[config.mk]
export PLATFORM = sky130hd
export DESIGN_NAME = rhsi_sqrt
export DESIGN_NICKNAME = d
export VERILOG_FILES = /design/src/hw/rtl/rhsi_pkg.sv /design/src/hw/rtl/rhsi_sqrt.sv
export SDC_FILE = /design/constraint.sdc
export NUM_CORES = 2
export LEC_CHECK = 0
export BUFFER_PORTS_ARGS = -buffer_cell sky130_fd_sc_hd__buf_2
export CORE_ASPECT_RATIO = 2
export CORE_MARGIN = 2
export CORE_UTILIZATION = 55
export CTS_BUF_LIST = sky130_fd_sc_hd__clkbuf_4
export CTS_CLUSTER_DIAMETER = 50
export DETAILED_ROUTE_END_ITERATION = 8
export PLACE_DENSITY = 0.7
export SYNTH_ARGS = -nofsm -noshare
export SYNTH_HDL_FRONTEND = slang
export SYNTH_SLANG_ARGS = --single-unit
export TNS_END_PERCENT = 30
[constraint.sdc]
create_clock -name clk -period 6.1 [get_ports clk]
set_input_delay 1.22 -clock clk [delete_from_list [all_inputs] [get_ports clk]]
set_output_delay 1.22 -clock clk [all_outputs]
set_load 0.05 [all_outputs]
[src/hw/rtl/rhsi_pkg.sv]
// ----------------------------------------------------------------------------
// rhsi_pkg
// Shared constants, tables and types of the rgb to hsi pixel pipeline.
// ----------------------------------------------------------------------------
package rhsi_pkg;

	localparam int FRAC_BITS    = 16;
	localparam int ANG_BITS     = 30;
	localparam int CORDIC_STEPS = 30;

	localparam int MAG_W   = 9;
	localparam int D_W     = 17;
	localparam int SQ_R    = FRAC_BITS + 9;
	localparam int SQ_IN_W = 2 * SQ_R;
	localparam int X_W     = FRAC_BITS + 1;
	localparam int DV_W    = 2 * FRAC_BITS + 8;
	localparam int CW      = ANG_BITS + 4;
	localparam int ZW      = ANG_BITS + 3;
	localparam int HUE_W   = 52;

	localparam logic [31:0] PI_Q30      = 32'd3373259426;
	localparam logic [31:0] HALF_PI_Q30 = 32'd1686629713;
	localparam logic [17:0] HUE_MUL     = 18'd255000;

	localparam logic [HUE_W-1:0] TURN255 = HUE_W'(6283 * 255) << ANG_BITS;

	// reciprocal of 6283 for the hue quotient, exact below 2^21
	localparam int          HUE_SHIFT = 34;
	localparam int          HQ_W      = HUE_SHIFT + 9;
	localparam logic [21:0] HUE_RECIP = 22'd2734342;

	localparam logic [X_W-1:0]     ONE    = X_W'(1) << FRAC_BITS;
	localparam logic [2*X_W-1:0]   ONE_SQ = (2 * X_W)'(1) << (2 * FRAC_BITS);

	localparam logic [31:0] ATAN_TAB [CORDIC_STEPS] = '{
		32'h3243F6A8, 32'h1DAC6705, 32'h0FADBAFC, 32'h07F56EA6, 32'h03FEAB76,
		32'h01FFD55B, 32'h00FFFAAA, 32'h007FFF55, 32'h003FFFEA, 32'h001FFFFD,
		32'h000FFFFF, 32'h0007FFFF, 32'h0003FFFF, 32'h0001FFFF, 32'h0000FFFF,
		32'h00007FFF, 32'h00003FFF, 32'h00001FFF, 32'h00000FFF, 32'h000007FF,
		32'h000003FF, 32'h000001FF, 32'h000000FF, 32'h0000007F, 32'h0000003F,
		32'h0000001F, 32'h0000000F, 32'h00000007, 32'h00000003, 32'h00000001
	};

	typedef struct packed {
		logic [MAG_W-1:0] mag;
		logic             neg;
		logic             bleg;
		logic             gray;
		logic [7:0]       sat;
		logic [7:0]       inten;
		logic [X_W-1:0]   x;
	} ctx_t;

endpackage

[src/hw/rtl/rhsi_sqrt.sv]
// ----------------------------------------------------------------------------
// rhsi_sqrt
// Pipelined integer square root, one root bit per stage, with side context.
// ----------------------------------------------------------------------------
module rhsi_sqrt import rhsi_pkg::*; (
	input  logic               clk,
	input  logic               arst_n,
	input  logic               in_valid,
	input  logic [SQ_IN_W-1:0] in_val,
	input  ctx_t               in_ctx,
	output logic               out_valid,
	output logic [SQ_R-1:0]    out_root,
	output ctx_t               out_ctx
);

	logic               vld_s  [SQ_R];
	logic [SQ_IN_W-1:0] rem_s  [SQ_R];
	logic [SQ_IN_W-1:0] root_s [SQ_R];
	ctx_t               ctx_s  [SQ_R];

	logic               a_v    [SQ_R];
	logic [SQ_IN_W-1:0] a_rem  [SQ_R];
	logic [SQ_IN_W-1:0] a_root [SQ_R];
	ctx_t               a_ctx  [SQ_R];
	logic [SQ_IN_W-1:0] n_rem  [SQ_R];
	logic [SQ_IN_W-1:0] n_root [SQ_R];

	always_comb begin
		logic [SQ_IN_W-1:0] bitv;
		logic [SQ_IN_W-1:0] trial;
		for (int j = 0; j < SQ_R; j++) begin
			if (j == 0) begin
				a_v[j]    = in_valid;
				a_rem[j]  = in_val;
				a_root[j] = '0;
				a_ctx[j]  = in_ctx;
			end else begin
				a_v[j]    = vld_s[j-1];
				a_rem[j]  = rem_s[j-1];
				a_root[j] = root_s[j-1];
				a_ctx[j]  = ctx_s[j-1];
			end
			bitv  = SQ_IN_W'(1) << (2 * (SQ_R - 1 - j));
			trial = a_root[j] + bitv;
			if (a_rem[j] >= trial) begin
				n_rem[j]  = a_rem[j] - trial;
				n_root[j] = (a_root[j] >> 1) + bitv;
			end else begin
				n_rem[j]  = a_rem[j];
				n_root[j] = a_root[j] >> 1;
			end
		end
	end

	always_ff @(posedge clk or negedge arst_n) begin
		if (!arst_n) begin
			for (int j = 0; j < SQ_R; j++) vld_s[j] <= 1'b0;
		end else begin
			for (int j = 0; j < SQ_R; j++) vld_s[j] <= a_v[j];
		end
	end

	always_ff @(posedge clk) begin
		for (int j = 0; j < SQ_R; j++) begin
			rem_s[j]  <= n_rem[j];
			root_s[j] <= n_root[j];
			ctx_s[j]  <= a_ctx[j];
		end
	end

	assign out_valid = vld_s[SQ_R-1];
	assign out_root  = root_s[SQ_R-1][SQ_R-1:0];
	assign out_ctx   = ctx_s[SQ_R-1];

endmodule

==> results by group <==
Outcome
  • Status: finished, final reports clean

STA
  • Post-layout minimum cycle time: about 4.0 ns
  • Final Hold Vio Count: 0
  • RSZ-0062 raised after global routing: no
  • Worst slew pin tran: around 1.3 ns
  • Final worst slack: 2.111 ns
  • Slew headroom: 0.1229
  • Final-report max-slew violation count: 0
  • Setup TNS Final: 0 ns
  • Period utilisation layout: 0.6540
  • Setup violators final: 0
  • Fmax: 250.7 MHz
  • Final Skew: about 0.11 ns

Clock network
  • H-Tree Depth: 6
  • Worst-Skew Late Latency: ~1.2 ns
  • Reg clk slew, reported paths: approximately 0.070 ns
  • Resize count post-CTS: 0
  • Clock sinks: 2,675
  • TritonCTS Buffers: between 500 and 600
  • CTS tree: yes
  • Clock buffer depth: 4
  • Clock Tree Root: clkbuf_4

Global routing
  • Global-route wire length before repair: ~240,000 um
  • Gr usage total: 0.1970
  • Maximum number of pins on one net before global-route repair: 46
  • Vias in the first global route: between 40,000 and 50,000
  • Initial antenna violation count: 6
  • Total grt overflow: 0

Routing
  • Routed Antenna Nets: 0
  • DRT iter0 DRCs: approximately 2,800
  • Vias: 49,190
  • Total Wirelength: roughly 150,000 um
  • Vias per inst: a little over 5
  • Residual DRC: 0
  • Drt wl/cell: around 15 um
  • Detailed Routing Iterations Pass 1: 6

Yosys
  • Yosys reg bits: between 2,000 and 3,000
  • Count leader, synth: dfxtp_1
  • Synth top cells by count: 2,650 x dfxtp_1, 433 x inv_1, 389 x nand2_1
  • Netlist area before placement: roughly 80,000 um2
  • Sequential cell area fraction in the yosys report: 0.6703
  • Prevailing post-synth register cell: dfxtp_1
  • Netlist cell types: 84
  • Count of flip-flops with a built-in enable after synthesis: 0
  • Cells after synthesis: between 6,000 and 7,000
  • Area contributors post-synth: dfxtp_1 66%, ha_1 5.4%, xnor2_1 2.9%, xor2_1 2.7%, inv_1 2.0%
  • Warnings from Yosys: 0
  • Synth Net Count: 7,238
  • Synthesized area per cell: ~12 um2
  • Asr flop ratio synth: 0.009346
  • Area leader, netlist: dfxtp_1
  • Post-synth top area share: 0.6625

Power
  • Static Leakage: between 40 and 50 nW
  • Peak supply drop: around 0.32 mV
  • P per Cell Area: 471.2 nW/um2

Finish
  • Layout Nets: 7,927
  • Layout cells sized above 1: 0.1468
  • Fillers: between 10,000 and 15,000
  • Area Overhead vs Synth: 13.11%

Setup path
  • Worst setup EP type: flip-flop
  • CP Launch Type: flip-flop
  • CP Class: flip-flop to flip-flop
  • Crit-path max FO: 26
  • Worst EP arrival: between 5 and 6 ns
  • Worst path required time: 7.17 ns

Place
  • Port Buffer Count: 168
  • GPL Wtd Cong: between 0.9 and 1
  • Pre-CTS setup slack: between 2 and 2.5 ns
  • Final HPWL DP: 103,100 um

Die
  • Die Width: about 270 um
  • Starting Density: 0.5525
  • I/O pins: approximately 170
  • DIE AREA: 148,800 um2
  • Core Area: 144,900 um2
  • Die Y: 543.6 um
  • FP Rows: 198

Run
  • Number of max-cap violations: 0

Hold path
  • Hold Path Class: input pin to flip-flop
==> final cells by class <==
type                            instances  area, um2  area share
Multi-Input combinational cell       3584      24440      0.2698
Inverter                              434       1629     0.01799
Clock buffer                          797       5983     0.06606
Clock inverter                        165       1079     0.01191
Sequential cell                      2675      53680      0.5926
Tap cell                             1900       2377     0.02625
Antenna cell                            8      20.02   0.0002210
Timing Repair Buffer                  225       1369     0.01511
==> what timing repair did <==
action	CTS	global route
buffers inserted	0	0
hold endpoints to repair	64	0
hold buffers	40	0
setup endpoints to repair	0	0
==> cells in the final DEF, fill, tap and decap left out, types with 21 or more instances in the layout <==
cell type / count
dfxtp_1: 2650
clkbuf_4: 797
inv_1: 433
nand2_1: 389
ha_1: 346
nor2_1: 325
o21ai_0: 291
a21oi_1: 284
xnor2_1: 261
xor2_1: 251
nor4_1: 189
buf_2: 168
nor3_1: 156
a21o_1: 126
clkinv_1: 98
nand3_1: 91
nand4_1: 87
o21a_1: 66
nand2b_1: 64
nor2b_1: 53
or3_1: 52
mux2_2: 44
or4_1: 42
dlygate4sd3_1: 40
and3_1: 31
o21bai_1: 30
o31ai_1: 30
a31oi_1: 28
or2_2: 27
dfrtp_1: 25
a211oi_1: 24
nor4b_1: 24
nand3b_1: 21
==> final timing paths <==
kind,from,endpoint,slack [ns],depth (start not counted)
setup reg to reg,rem_s[1][241],rem_s[1][295],2.11,10
setup / recovery,rem_s[1][241],rem_s[1][295],2.11,10
hold reg to reg,ctx_s[0][68],ctx_s[0][113],0.22,0
min in group asynchronous,arst_n,a_v[11],0.64,2
max in group asynchronous,arst_n,a_v[2],5.11,2
hold / removal,in_val[27],rem_s[0][27],0.18,1
==> power by group <==
part	total [W]	leakage (nW)	switching (W)	internal (W)
Combinational	0.00784	14.4	0.00434	0.00349
Clock	0.0128	4.16	0.00635	0.00648
Sequential	0.0220	22.6	0.00186	0.0202
Total	0.0427	41.1	0.0126	0.0301
==> critical path: stages, from the launching register on <==
cell and delay [ns]:
dfxtp_1 0.33, nor4_1 1.09, nand3_1 0.15, nor4_1 0.76, a21oi_1 0.17, and2_1 0.23, o2111ai_2 0.06, buf_4 0.30
nand3_1 0.29, nor4_1 0.38, xor2_1 0.17
==> state kept, by name (all words and copies together), names as in the netlist <==
name       flops
a_v           24
ctx_s       1125
out_valid      1
rem_s       1200
root_s       325
==> per-layer routing <==
metal | global-route usage | up-vias | wire, um
li1 | - | 24880 | -
met1 | 0.2508 | 22830 | 64960
met2 | 0.3217 | 1154 | 68270
met3 | 0.04650 | 319 | 8846
met4 | 0.07963 | 2 | 3841
met5 | 0 | - | 9
==> stage by stage <==
step                      cells  hold WS [ns]  instance area [um2]  power [W]  utilization
after global routing       9786       0.03134                90570    0.04534       0.6249
after CTS                  9780      0.009795                90550    0.04318       0.6248
final                      9788        0.1777                90570    0.04267       0.6250
after detailed placement   8778        0.3121                83090    0.03010       0.5733
after global placement     8778        0.3095                83090    0.03002       0.5733
after floorplan            6794        0.3096                80080    0.02787            -
==> cells by family (layout without fill, tap and decap cells) <==
kind of cell / Yosys count / count (layout) / share of synthesized area
AO/OA/AOI/OAI: 1034 / 1034 / 0.08089
AND/OR/NAND/NOR: 1637 / 1637 / 0.1060
multiplexers: 55 / 55 / 0.007563
XOR/XNOR: 512 / 512 / 0.05600
adder cells (fa/ha/maj): 346 / 346 / 0.05406
flip-flops: 2675 / 2675 / 0.6703
buffers and inverters: 535 / 1621 / 0.02519
other: 0 / 8 / 0
No activity file was read; power rests on OpenSTA's default activity.
